`config.mk`:
```
export PLATFORM = sky130hd
export DESIGN_NAME = notification_dim_envelope_core
export DESIGN_NICKNAME = d
export VERILOG_FILES = /design/src/rtl/core/nde_pkg.sv /design/src/rtl/core/nde_ctrl.sv /design/src/rtl/core/nde_datapath.sv /design/src/rtl/core/notification_dim_envelope_core.sv
export SDC_FILE = /design/constraint.sdc
export NUM_CORES = 1
export LEC_CHECK = 0
export BUFFER_PORTS_ARGS = -buffer_cell sky130_fd_sc_hd__buf_2
export CORE_ASPECT_RATIO = 0.9
export CORE_MARGIN = 5
export CORE_UTILIZATION = 55
export CTS_CLUSTER_DIAMETER = 50
export CTS_CLUSTER_SIZE = 24
export DETAILED_ROUTE_END_ITERATION = 16
export PLACE_DENSITY = 0.77
export SYNTH_ARGS = -nofsm -noshare
export SYNTH_HDL_FRONTEND = slang
export SYNTH_SLANG_ARGS = --single-unit
export TNS_END_PERCENT = 5
```
`constraint.sdc`:
```
create_clock -name clk -period 20.3 [get_ports clk]
set_input_delay 5.075 -clock clk [delete_from_list [all_inputs] [get_ports clk]]
set_output_delay 5.075 -clock clk [all_outputs]
set_load 0.1 [all_outputs]
```
`src/rtl/core/nde_pkg.sv`:
```
// Shared types, codes and arithmetic helpers for the notification dim envelope.
`timescale 1ns / 1ps
`default_nettype none

package nde_pkg;

  // Command codes carried in the func field of an item.
  localparam logic [1:0] FUNC_NOTIFY = 2'd0;
  localparam logic [1:0] FUNC_ENDING = 2'd1;
  localparam logic [1:0] FUNC_CLEAR  = 2'd2;

  // Configuration register indexes.
  localparam int          CFG_IDX_W    = 8;
  localparam logic [7:0]  CFG_FADE_IN  = 8'd0;
  localparam logic [7:0]  CFG_FADE_OUT = 8'd1;
  localparam logic [15:0] FADE_TIME_RESET = 16'd500;

  // Full-scale 8-bit level.
  localparam logic [7:0] LEVEL_MAX = 8'd255;

  // Quotient bits produced by the progress divider.
  localparam int DIV_STEPS = 8;
  localparam int DIV_CNT_W = $clog2(DIV_STEPS);

  // Commands from the controller to the datapath.
  typedef struct packed {
    logic capture;
    logic prep;
    logic flags;
    logic div_load;
    logic div_sel;
    logic div_step;
    logic store_a;
    logic store_b;
    logic ease_a;
    logic ease_b;
    logic scale;
    logic emit;
  } dp_cmd_t;

  // Status from the datapath to the controller.
  typedef struct packed {
    logic is_env;
    logic out_free;
  } dp_status_t;

  // Fractional 8x8 product, (a*b)>>8.
  function automatic logic [7:0] scale8(input logic [7:0] a, input logic [7:0] b);
    logic [15:0] p;
    p = {8'd0, a} * {8'd0, b};
    return p[15:8];
  endfunction

  // First half of ease-in-out-quad: mirror the upper half onto the lower.
  function automatic logic [7:0] ease_fold(input logic [7:0] i);
    return i[7] ? ~i : i;
  endfunction

  // Second half of ease-in-out-quad from the squared term and the half flag.
  function automatic logic [7:0] ease_finish(input logic [7:0] sq, input logic hi);
    logic [7:0] r;
    r = {sq[6:0], 1'b0};
    return hi ? ~r : r;
  endfunction

endpackage

`default_nettype wire

```
`src/rtl/core/nde_ctrl.sv`:
```
// Controller state machine that sequences the envelope datapath.
`timescale 1ns / 1ps
`default_nettype none

module nde_ctrl (
  input  logic                clk,
  input  logic                rst,
  input  logic                in_valid,
  output logic                in_ready,
  input  nde_pkg::dp_status_t status,
  output nde_pkg::dp_cmd_t    cmd
);
  import nde_pkg::*;

  localparam logic [3:0] S_IDLE   = 4'd0;
  localparam logic [3:0] S_PREP   = 4'd1;
  localparam logic [3:0] S_FLAGS  = 4'd2;
  localparam logic [3:0] S_LOAD_A = 4'd3;
  localparam logic [3:0] S_DIV_A  = 4'd4;
  localparam logic [3:0] S_LOAD_B = 4'd5;
  localparam logic [3:0] S_DIV_B  = 4'd6;
  localparam logic [3:0] S_EASE_A = 4'd7;
  localparam logic [3:0] S_EASE_B = 4'd8;
  localparam logic [3:0] S_SCALE  = 4'd9;
  localparam logic [3:0] S_EMIT   = 4'd10;

  logic [3:0]           state;
  logic [3:0]           state_next;
  logic [DIV_CNT_W-1:0] cnt;
  logic [DIV_CNT_W-1:0] cnt_next;
  logic                 cnt_last;

  assign cnt_last = (cnt == DIV_CNT_W'(DIV_STEPS - 1));
  assign in_ready = (state == S_IDLE);

  // Next state, step counter and datapath commands.
  always_comb begin
    state_next = state;
    cnt_next   = cnt;
    cmd        = '0;
    case (state)
      S_IDLE: begin
        if (in_valid) begin
          cmd.capture = 1'b1;
          state_next  = S_PREP;
        end
      end
      S_PREP: begin
        cmd.prep   = 1'b1;
        state_next = status.is_env ? S_FLAGS : S_EMIT;
      end
      S_FLAGS: begin
        cmd.flags  = 1'b1;
        state_next = S_LOAD_A;
      end
      S_LOAD_A: begin
        cmd.div_load = 1'b1;
        cmd.div_sel  = 1'b0;
        cnt_next     = '0;
        state_next   = S_DIV_A;
      end
      S_DIV_A: begin
        cmd.div_step = 1'b1;
        cnt_next     = cnt + 1'b1;
        if (cnt_last) begin
          state_next = S_LOAD_B;
        end
      end
      S_LOAD_B: begin
        cmd.store_a  = 1'b1;
        cmd.div_load = 1'b1;
        cmd.div_sel  = 1'b1;
        cnt_next     = '0;
        state_next   = S_DIV_B;
      end
      S_DIV_B: begin
        cmd.div_step = 1'b1;
        cnt_next     = cnt + 1'b1;
        if (cnt_last) begin
          state_next = S_EASE_A;
        end
      end
      S_EASE_A: begin
        cmd.store_b = 1'b1;
        cmd.ease_a  = 1'b1;
        state_next  = S_EASE_B;
      end
      S_EASE_B: begin
        cmd.ease_b = 1'b1;
        state_next = S_SCALE;
      end
      S_SCALE: begin
        cmd.scale  = 1'b1;
        state_next = S_EMIT;
      end
      S_EMIT: begin
        if (status.out_free) begin
          cmd.emit   = 1'b1;
          state_next = S_IDLE;
        end
      end
      default: begin
        state_next = S_IDLE;
      end
    endcase
  end

  // State and counter registers.
  always_ff @(posedge clk) begin
    if (rst) begin
      state <= S_IDLE;
      cnt   <= '0;
    end else begin
      state <= state_next;
      cnt   <= cnt_next;
    end
  end

endmodule

`default_nettype wire

```
`src/rtl/core/nde_datapath.sv`:
```
// Datapath: item capture, elapsed time, progress divider, easing, scaling and result.
`timescale 1ns / 1ps
`default_nettype none

module nde_datapath (
  input  logic                clk,
  input  logic                rst,
  input  logic                cfg_valid,
  input  logic [nde_pkg::CFG_IDX_W-1:0] cfg_index,
  input  logic [15:0]         cfg_data,
  input  logic [1:0]          func,
  input  logic [31:0]         now_ms,
  input  logic                background_updated,
  input  logic [7:0]          target_dim,
  input  logic [31:0]         duration_ms,
  input  logic [31:0]         ending_start_ms,
  output logic                out_valid,
  input  logic                out_ready,
  output logic                fade_now,
  output logic [7:0]          fade_amount,
  output logic [7:0]          applied_level,
  input  nde_pkg::dp_cmd_t    cmd,
  output nde_pkg::dp_status_t status
);
  import nde_pkg::*;

  // Configuration registers.
  logic [15:0] fade_in_time;
  logic [15:0] fade_out_time;

  // Persistent state.
  logic        active;
  logic [31:0] start_time;
  logic [7:0]  applied_dim;

  // Captured item.
  logic [1:0]  func_r;
  logic [31:0] now_r;
  logic        redrawn_r;
  logic [7:0]  target_r;
  logic [31:0] duration_r;
  logic [31:0] end_start_r;

  // Working registers.
  logic [31:0] elapsed;
  logic        fin_en;
  logic        fout_en;
  logic [15:0] num_b;
  logic [15:0] div_rem;
  logic [7:0]  div_low;
  logic [7:0]  div_q;
  logic [15:0] div_den;
  logic [7:0]  qa;
  logic [7:0]  qb;
  logic [7:0]  sq_a;
  logic        hi_a;
  logic [7:0]  sq_b;
  logic        hi_b;
  logic [7:0]  level;

  // Combinational terms.
  logic [15:0] div_x;
  logic [23:0] div_num;
  logic [16:0] div_trial;
  logic        div_bit;
  logic [32:0] win_sum;
  logic [7:0]  qb_eff;
  logic [7:0]  fin_v;
  logic [7:0]  fout_v;
  logic [7:0]  env_v;
  logic        is_notify;

  assign is_notify       = (func_r == FUNC_NOTIFY);
  assign status.is_env   = (func_r == FUNC_NOTIFY) || (func_r == FUNC_ENDING);
  assign status.out_free = !out_valid || out_ready;

  // Configuration writes; indexes past the list are ignored.
  always_ff @(posedge clk) begin
    if (rst) begin
      fade_in_time  <= FADE_TIME_RESET;
      fade_out_time <= FADE_TIME_RESET;
    end else if (cfg_valid) begin
      if (cfg_index == CFG_FADE_IN) begin
        fade_in_time <= cfg_data;
      end else if (cfg_index == CFG_FADE_OUT) begin
        fade_out_time <= cfg_data;
      end
    end
  end

  // Capture the accepted item.
  always_ff @(posedge clk) begin
    if (cmd.capture) begin
      func_r      <= func;
      now_r       <= now_ms;
      redrawn_r   <= background_updated;
      target_r    <= target_dim;
      duration_r  <= duration_ms;
      end_start_r <= ending_start_ms;
    end
  end

  // Fade-out window test without wrap, and the progress numerators.
  assign win_sum = {1'b0, elapsed} + {17'd0, fade_out_time};

  always_ff @(posedge clk) begin
    if (cmd.prep) begin
      if (is_notify && !active) begin
        elapsed <= '0;
      end else if (is_notify) begin
        elapsed <= now_r - start_time;
      end else begin
        elapsed <= now_r - end_start_r;
      end
    end
    if (cmd.flags) begin
      fin_en <= (elapsed < {16'd0, fade_in_time});
      if (is_notify) begin
        fout_en <= (duration_r != 32'd0) && (win_sum >= {1'b0, duration_r});
        // The remainder is at most the fade-out time inside the window.
        if (elapsed >= duration_r) begin
          num_b <= '0;
        end else begin
          num_b <= 16'(duration_r - elapsed);
        end
      end else begin
        fout_en <= (elapsed < {16'd0, fade_out_time});
        num_b   <= elapsed[15:0];
      end
    end
  end

  // Restoring divider for x*255/len; the quotient is known to fit 8 bits,
  // so the top 16 numerator bits start below the divisor.
  assign div_x     = cmd.div_sel ? num_b : elapsed[15:0];
  assign div_num   = {div_x, 8'd0} - {8'd0, div_x};
  assign div_trial = {div_rem, div_low[7]};
  assign div_bit   = (div_trial >= {1'b0, div_den});

  always_ff @(posedge clk) begin
    if (cmd.div_load) begin
      div_rem <= div_num[23:8];
      div_low <= div_num[7:0];
      div_den <= cmd.div_sel ? fade_out_time : fade_in_time;
      div_q   <= '0;
    end else if (cmd.div_step) begin
      div_rem <= div_bit ? 16'(div_trial - {1'b0, div_den}) : div_trial[15:0];
      div_low <= {div_low[6:0], 1'b0};
      div_q   <= {div_q[6:0], div_bit};
    end
    if (cmd.store_a) begin
      qa <= div_q;
    end
    if (cmd.store_b) begin
      qb <= div_q;
    end
  end

  // Easing squares, one multiplier result registered per step.
  assign qb_eff = (fade_out_time == 16'd0) ? 8'd0 : qb;

  always_ff @(posedge clk) begin
    if (cmd.ease_a) begin
      sq_a <= scale8(ease_fold(qa), ease_fold(qa));
      hi_a <= qa[7];
    end
    if (cmd.ease_b) begin
      sq_b <= scale8(ease_fold(qb_eff), ease_fold(qb_eff));
      hi_b <= qb_eff[7];
    end
  end

  // Envelope: lower of fade-in and fade-out, or the ending fade-out.
  always_comb begin
    fin_v = fin_en ? ease_finish(sq_a, hi_a) : LEVEL_MAX;
    if (is_notify) begin
      fout_v = fout_en ? ease_finish(sq_b, hi_b) : LEVEL_MAX;
      env_v  = (fin_v < fout_v) ? fin_v : fout_v;
    end else begin
      fout_v = fout_en ? ~ease_finish(sq_b, hi_b) : 8'd0;
      env_v  = fout_v;
    end
  end

  always_ff @(posedge clk) begin
    if (cmd.scale) begin
      level <= scale8(target_r, env_v);
    end
  end

  // Persistent state: start latch on first notify item, applied level.
  always_ff @(posedge clk) begin
    if (rst) begin
      active      <= 1'b0;
      start_time  <= '0;
      applied_dim <= '0;
    end else begin
      if (cmd.prep && is_notify && !active) begin
        active      <= 1'b1;
        start_time  <= now_r;
        applied_dim <= '0;
      end
      if (cmd.emit) begin
        if (func_r == FUNC_CLEAR) begin
          active      <= 1'b0;
          applied_dim <= '0;
        end else if (status.is_env && (redrawn_r || (level > applied_dim))) begin
          applied_dim <= level;
        end
      end
    end
  end

  // Output register for the result item.
  always_ff @(posedge clk) begin
    if (rst) begin
      out_valid <= 1'b0;
    end else if (cmd.emit) begin
      out_valid <= 1'b1;
    end else if (out_ready) begin
      out_valid <= 1'b0;
    end
  end

  always_ff @(posedge clk) begin
    if (cmd.emit) begin
      if (func_r == FUNC_CLEAR) begin
        fade_now      <= 1'b0;
        fade_amount   <= '0;
        applied_level <= '0;
      end else if (!status.is_env) begin
        fade_now      <= 1'b0;
        fade_amount   <= '0;
        applied_level <= applied_dim;
      end else if (redrawn_r) begin
        fade_now      <= 1'b1;
        fade_amount   <= level;
        applied_level <= level;
      end else if (level <= applied_dim) begin
        fade_now      <= 1'b0;
        fade_amount   <= '0;
        applied_level <= applied_dim;
      end else begin
        fade_now      <= 1'b1;
        fade_amount   <= level - applied_dim;
        applied_level <= level;
      end
    end
  end

endmodule

`default_nettype wire

```
`src/rtl/core/notification_dim_envelope_core.sv`:
```
// Top level of the notification dim envelope: controller plus datapath.
`timescale 1ns / 1ps
`default_nettype none

// The block takes one frame command at a time and returns one result item per
// command. A notification or ending frame passes through prepare, flags, two
// divider runs, easing, scaling and emit; a clear or unused command goes from
// prepare straight to emit. Emit waits while the output register holds an
// untaken result, and the block is ready for the next item in the cycle after
// the emit. The progress divider is an 8-step restoring unit that is run twice
// per frame (fade-in, then fade-out). The result sits in an output register,
// so the next item is taken while the previous one waits. The configuration
// port is always ready and should only be written while the block is idle.
module notification_dim_envelope_core (
  input  logic        clk,
  input  logic        rst,
  input  logic        cfg_valid,
  output logic        cfg_ready,
  input  logic [nde_pkg::CFG_IDX_W-1:0] cfg_index,
  input  logic [15:0] cfg_data,
  input  logic        in_valid,
  output logic        in_ready,
  input  logic [1:0]  func,
  input  logic [31:0] now_ms,
  input  logic        background_updated,
  input  logic [7:0]  target_dim,
  input  logic [31:0] duration_ms,
  input  logic [31:0] ending_start_ms,
  output logic        out_valid,
  input  logic        out_ready,
  output logic        fade_now,
  output logic [7:0]  fade_amount,
  output logic [7:0]  applied_level
);
  import nde_pkg::*;

  dp_cmd_t    cmd;
  dp_status_t status;

  assign cfg_ready = 1'b1;

  // Sequencer.
  nde_ctrl u_ctrl (
    .clk      (clk),
    .rst      (rst),
    .in_valid (in_valid),
    .in_ready (in_ready),
    .status   (status),
    .cmd      (cmd)
  );

  // Arithmetic and state.
  nde_datapath u_datapath (
    .clk                (clk),
    .rst                (rst),
    .cfg_valid          (cfg_valid),
    .cfg_index          (cfg_index),
    .cfg_data           (cfg_data),
    .func               (func),
    .now_ms             (now_ms),
    .background_updated (background_updated),
    .target_dim         (target_dim),
    .duration_ms        (duration_ms),
    .ending_start_ms    (ending_start_ms),
    .out_valid          (out_valid),
    .out_ready          (out_ready),
    .fade_now           (fade_now),
    .fade_amount        (fade_amount),
    .applied_level      (applied_level),
    .cmd                (cmd),
    .status             (status)
  );

endmodule

`default_nettype wire

```
Word level (Yosys, flattened, before mapping):

Cells that the tools add are included.

* bitwise operators: 7
* shift operators: 0
* divide/modulo/power cells: 0
* magnitude comparators: 8
* equality and inequality tests: 18
* $mul: 3
* reduce and logical (&&, ||, !) cells: 24
* muxes and demuxes: 56
* $add $sub $neg: 8

Operators with widths (count)
* $mux 8: 21
* $mux 16: 7
* $lt 32x16->1: 2
* $sub 32x32->32: 2
* $pmux 4 s11: 1
* $not 8->8: 5
* $add 32x16->33: 1
* $ge 33x32->1: 1
* $ge 32x32->1: 1
* $mux 32: 1
* $reduce_bool 32->1: 1
* $sub 16x16->16: 2
* $mul 8x8->15: 2
* $sub 24x16->24: 1
* $mux 4: 5
* $mux 1: 18
* $ge 17x16->1: 1
* $eq 4x3->1 const B: 4
* $logic_not 16->1: 1
* $mul 8x8->16: 1
* $eq 4x4->1 const B: 3
* $eq 4x2->1 const B: 2
* $eq 8x1->1 const B: 1
* $gt 8x8->1: 1
* 25 further kinds: 39

* memories: 0
* memory bits (writable): 0
* logic and storage cells: 156
* register bits after elaboration: 343
* ROM bits: 0
* latch bits: 0
* input port bits: 136

Logic depth before layout (Yosys ltp):

* depth after elaboration: 8
* depth in mapped cells: 31
* depth with buffers taken out: 29

Cells and area by module:

Synthesis repeated with hierarchy kept, for this count alone.

* cell total of the unflattened synthesis: 2568
* area, all modules: 25189.2 sq um

Modules (own cells, without submodules)
* nde_datapath: cells an instance 2507, times used 1, area an instance 24667.4 sq um, sequential area each 9268.9 sq um
* nde_ctrl: cells an instance 59, times used 1, area an instance 510.5 sq um, sequential area each 140.1 sq um
* notification_dim_envelope_core: cells an instance 2, times used 1, area an instance 11.3 sq um, sequential area each 0.0 sq um

Worst setup path before layout:

Ideal clock, no wire load.

* kind: register to output
* from: register u_ctrl.state[3]
* to: output in_ready
* data required time: 15225 ps
* path slack: 11734 ps
* cell stages (with the launch flop): 3
* arrival time: 3491 ps
* path buffers: 1
* cell sequence: dfxtp_1 > clkbuf_1 > nor4_1

* longest elaborated chain between the ends: 1

Ends and longest elaborated chain
* from (decl): RTL line nde_ctrl.sv:27 `logic [3:0] state;`
* from (signal assigned): RTL line nde_ctrl.sv:114 `state <= state_next;`
* $logic_not 4->1: RTL line nde_ctrl.sv:34 `assign in_ready = (state == S_IDLE);`
* to (decl): RTL line notification_dim_envelope_core.sv:22 `output logic in_ready,`

Every way passes these cells.

Worst setup path in the final report:

* from: register u_datapath.hi_b
* to: register u_datapath.level[6], data pin

* longest elaborated chain between the ends: 6
* elaborated cells between the ends (all ways): 8

Ends and longest elaborated chain
* from (decl): RTL line nde_datapath.sv:58 `logic hi_b;`
* from (signal assigned): RTL line nde_datapath.sv:169 `hi_b <= qb_eff[7];`
* $mux 8 *: RTL line nde_pkg.sv:63 `return hi ? ~r : r;`
* $mux 8: RTL line nde_datapath.sv:177 `fout_v = fout_en ? ease_finish(sq_b, hi_b) : LEVEL_MAX;`
* $lt 8x8->1: RTL line nde_datapath.sv:178 `env_v = (fin_v < fout_v) ? fin_v : fout_v;`
* $mux 8: RTL line nde_datapath.sv:178
* $mux 8 *: RTL line nde_datapath.sv:176 `if (is_notify) begin`
* $mul 8x8->16 *: RTL line nde_pkg.sv:50 `p = {8'd0, a} * {8'd0, b};`
* to (signal assigned): RTL line nde_datapath.sv:187 `level <= scale8(target_r, env_v);`
* to (decl): RTL line nde_datapath.sv:59 `logic [7:0] level;`

Every way passes the cells marked *; elsewhere a longest branch is shown, timed or not.
A chain may end at the register's enable or synchronous reset.

==> results summary <==
The post-route DRC violation count is 0. Buffers placed on the I/O ports in this run total 154. The total wire length after detailed routing is 61660 µm. The worst register-to-register path begins at u_datapath.hi_b. The global-route wire length before repair came out at 99370 µm.

The tree is rooted in a sky130_fd_sc_hd__clkbuf_16. Of the cells placed in the final design, the portion with a size suffix greater than 1 is 0.09895. The class of the tightest hold or removal check is flop to flop. Of all cell types, the one taking the most synthesized area is sky130_fd_sc_hd__edfxtp_1. The detail route stage leaves a number of antenna-violating nets equal to 0. In the routed layout, each cell is associated on average with a via count of 5.752. The cell area power density is 116.8 nW/µm². In the final routed layout, each cell accounts on average for 18.37 µm.

The analysis attributes to cell leakage a power of 12.42 nW. The clock latency on the worst-skew pair is 0.57 ns. The initialized floorplan defines 74 standard-cell rows. The final clock period utilization by the worst path is 0.4032.

The share of Yosys cell area claimed by the top area cell type is 0.3042. The number of synthesized flops with an enable pin came out at 254. The post-route core utilization came out at 0.6129. The number of placed I/O pins is 156.

The per-instance average area after synthesis is 9.673 µm². The clock buffer count from CTS came out at 37. The width of the chip is 235.1 µm. The clock transition at the register clock pins on the worst setup and hold paths after CTS came out at 0.07 ns. The cts-stage hold buffer count came out at 0. In this run the most critical hold path is launched from u_datapath.start_time[21]. Data arrives at the worst endpoint at 8.49 ns. Among all cell types in the netlist, the one instantiated most often is sky130_fd_sc_hd__ha_1. The flow ran to the end, and the final reports show no timing, DRC or antenna violations. The most used flip-flop cell after synthesis is sky130_fd_sc_hd__edfxtp_1. The tool flagged a number of max-cap violations equal to 0. The starting DRC count in detailed routing came out at 1335.

In this run the worst path has a maximum fanout of 10. The pre-antenna-repair detailed-routing pass consisted of 7 iterations. Setup violations remaining at the end of the flow were counted as 0.

The number of antenna violations at the first check in global routing is 0. The critical path starts at u_datapath.hi_b. The global placer's final weighted congestion is 0.9321. The Yosys step of the flow raised 0 warnings.

The core area came out at 45280 µm². The peak supply drop came out at 0.00009690 V. By area the synthesized netlist is led by sky130_fd_sc_hd__edfxtp_1, sky130_fd_sc_hd__ha_1, sky130_fd_sc_hd__dfxtp_1.

The pin count of the biggest net entering global routing came out at 76. The die covers 49960 µm². The post-CTS repair timing setup buffer count is 0. The flop and latch count out of synthesis came out at 343.

The number of H-tree levels is 2. For this run, the total global-route usage over all layers was measured as 0.2438. In this run the cell area of the synthesized design comes to 25070 µm². The worst setup path is captured at a flop.

Summed over all failing endpoints, the final setup total negative slack is 0 ns. For this configuration, the core starts out at a cell density of 0.5538. For the pin with the worst max-slew slack, the measured transition is 1.340 ns. The critical path is of the flop to flop type. STA classifies the critical path startpoint as a flop. The netlist uses 77 different library cells. The minimum clock period after layout came out at 8.185 ns. The worst slew margin relative to its limit is 0.09831. The aggregate global routing overflow is 0.

Static timing analysis puts the maximum clock frequency at 122.2 MHz. The clock net sink count is 343. The share of async-settable or async-resettable flops after synthesis came out at 0. Setup slack on the worst reg-to-reg path comes out at 12.11 ns. The final count of hold timing violations came out at 0. The signed area change from the synthesized netlist to the final layout is 10.67%. The sequential share of the synthesized area is 0.3753. The number of antenna diodes in the final layout is 0. The final count of pins violating max slew was 0. The HPWL after detailed placement is 47790 µm. Setup repair after global routing left no endpoint under its margin. At the end of the flow, the number of nets in the layout was 3213. After synthesis, the most frequently instantiated cells are sky130_fd_sc_hd__ha_1, sky130_fd_sc_hd__inv_1, sky130_fd_sc_hd__edfxtp_1.

The final route contains 19311 vias. The gate count of the mapped netlist is 2592. The via count of the first global-routing pass is 19151.

The die is 212.6 µm tall. The post-cts resize count came out at 0. The CTS tree is yes.

The critical path required time is 20.61 ns. The clock arrives with 0.02599 ns of skew. No sink is reached through more buffers than the 3 on the longest clock path. The post-synth net total came out at 3084.
[sequential cells by signal, indices dropped and copies added, names as in the netlist, 4 cells and up]
| register | count |
|---|---|
| u_datapath.applied_level | 8 |
| u_datapath.sq_a | 7 |
| u_datapath.fade_amount | 8 |
| u_datapath.sq_b | 7 |
| u_datapath.applied_dim | 8 |
| u_datapath.div_den | 16 |
| u_datapath.div_low | 8 |
| u_ctrl.state | 4 |
| u_datapath.elapsed | 32 |
| u_datapath.fade_in_time | 16 |
| u_datapath.end_start_r | 32 |
| u_datapath.now_r | 32 |
| u_datapath.level | 8 |
| u_datapath.duration_r | 32 |
| u_datapath.fade_out_time | 16 |
| u_datapath.div_q | 8 |
| u_datapath.num_b | 16 |
| u_datapath.qb | 8 |
| u_datapath.qa | 8 |
| u_datapath.start_time | 32 |
| u_datapath.target_r | 8 |
| u_datapath.div_rem | 16 |
[path summary, 6_finish.rpt]
check	end	cells past startpoint
hold / removal	u_datapath.start_time[21]	2
setup reg to reg	u_datapath.level[6]	27
setup / recovery	u_datapath.level[6]	27
hold reg to reg	u_datapath.start_time[21]	2
[power breakdown]
group	total (W)	switching, W	internal [W]
logic	0.00147	0.000867	0.000605
registers	0.00105	0.000121	0.000926
clock network	0.000721	0.000332	0.000389
total	0.00324	0.00132	0.00192
[area by class of cell]
type                    count  area (µm²)
inverters                 272        1021
clock inverters            26       362.8
flip-flops and latches    343        9409
repair buffers            171       898.4
fillers                  3681       17530
multi-input cells        1896       14320
well taps                 608       760.7
clock buffers              41       972.2
[stage by stage]
stage | hold WS [ns] | total power (W) | setup WS, ns | area, µm² | cells
final | 0.4526 | 0.003240 | 12.11 | 27750 | 3357
after global routing | 0.4676 | 0.003476 | 11.50 | 27750 | 3357
after CTS | 0.4545 | 0.003249 | 12.04 | 27750 | 3357
after detailed placement | 0.4458 | 0.002509 | 12.07 | 26410 | 3290
after global placement | 0.4386 | 0.002460 | 12.25 | 26410 | 3290
after floorplan | 0.4244 | 0.002126 | 11.73 | 25070 | 2592
[layout by cell type (no fill, tap or decap), types with 86 or more instances in the layout]
| cell | Yosys | layout |
|---|---|---|
| sky130_fd_sc_hd__dfxtp_1 | 89 | 89 |
| sky130_fd_sc_hd__a21oi_1 | 165 | 165 |
| sky130_fd_sc_hd__ha_1 | 284 | 284 |
| sky130_fd_sc_hd__o21ai_0 | 108 | 108 |
| sky130_fd_sc_hd__inv_1 | 272 | 272 |
| sky130_fd_sc_hd__buf_2 | 4 | 154 |
| sky130_fd_sc_hd__nand2_1 | 253 | 253 |
| sky130_fd_sc_hd__xnor2_1 | 104 | 104 |
| sky130_fd_sc_hd__edfxtp_1 | 254 | 254 |
| sky130_fd_sc_hd__mux2i_1 | 86 | 86 |
| sky130_fd_sc_hd__nor2_1 | 181 | 178 |
[routing by layer]
metal	share of wire	GRT usage	up-vias	routed length, µm
li1	-	-	9365	-
met1	0.44	0.3287	9225	27220
met2	0.47	0.4087	590	28810
met3	0.060	0.03800	131	3696
met4	0.031	0.07932	0	1931
met5	0	0	-	0
[critical path: stages, from the launching register on]
cell	delay [ns]
sky130_fd_sc_hd__edfxtp_1	0.58
sky130_fd_sc_hd__xnor2_1	0.20
sky130_fd_sc_hd__nand2_1	0.10
sky130_fd_sc_hd__inv_1	0.06
sky130_fd_sc_hd__ha_1	0.28
sky130_fd_sc_hd__a211o_1	0.26
sky130_fd_sc_hd__a21oi_1	0.32
sky130_fd_sc_hd__and2_1	0.52
sky130_fd_sc_hd__mux2i_1	0.13
sky130_fd_sc_hd__o21ai_0	0.69
sky130_fd_sc_hd__nand2_1	0.18
sky130_fd_sc_hd__fa_1	0.53
sky130_fd_sc_hd__fa_1	0.54
sky130_fd_sc_hd__inv_1	0.06
sky130_fd_sc_hd__fa_1	0.54
sky130_fd_sc_hd__inv_1	0.06
sky130_fd_sc_hd__fa_1	0.52
sky130_fd_sc_hd__inv_1	0.05
sky130_fd_sc_hd__ha_1	0.28
sky130_fd_sc_hd__and4_1	0.18
sky130_fd_sc_hd__nand4_1	0.17
sky130_fd_sc_hd__or4b_1	0.53
sky130_fd_sc_hd__o22ai_1	0.14
sky130_fd_sc_hd__o21ai_0	0.20
sky130_fd_sc_hd__a211oi_1	0.35
sky130_fd_sc_hd__nor3_1	0.13
sky130_fd_sc_hd__o21ba_2	0.22
sky130_fd_sc_hd__xnor2_1	0.12
[cells by family after synthesis]
group	after synthesis	synth area share
XOR/XNOR	149	0.05205
buffers and inverters	353	0.05409
other	1	0.0001496
adder cells (fa/ha/maj)	356	0.1992
AND/OR/NAND/NOR	780	0.1512
multiplexers	91	0.03658
flip-flops	343	0.3753
AO/OA/AOI/OAI	519	0.1315
No activity file was read; power rests on OpenSTA's default activity.
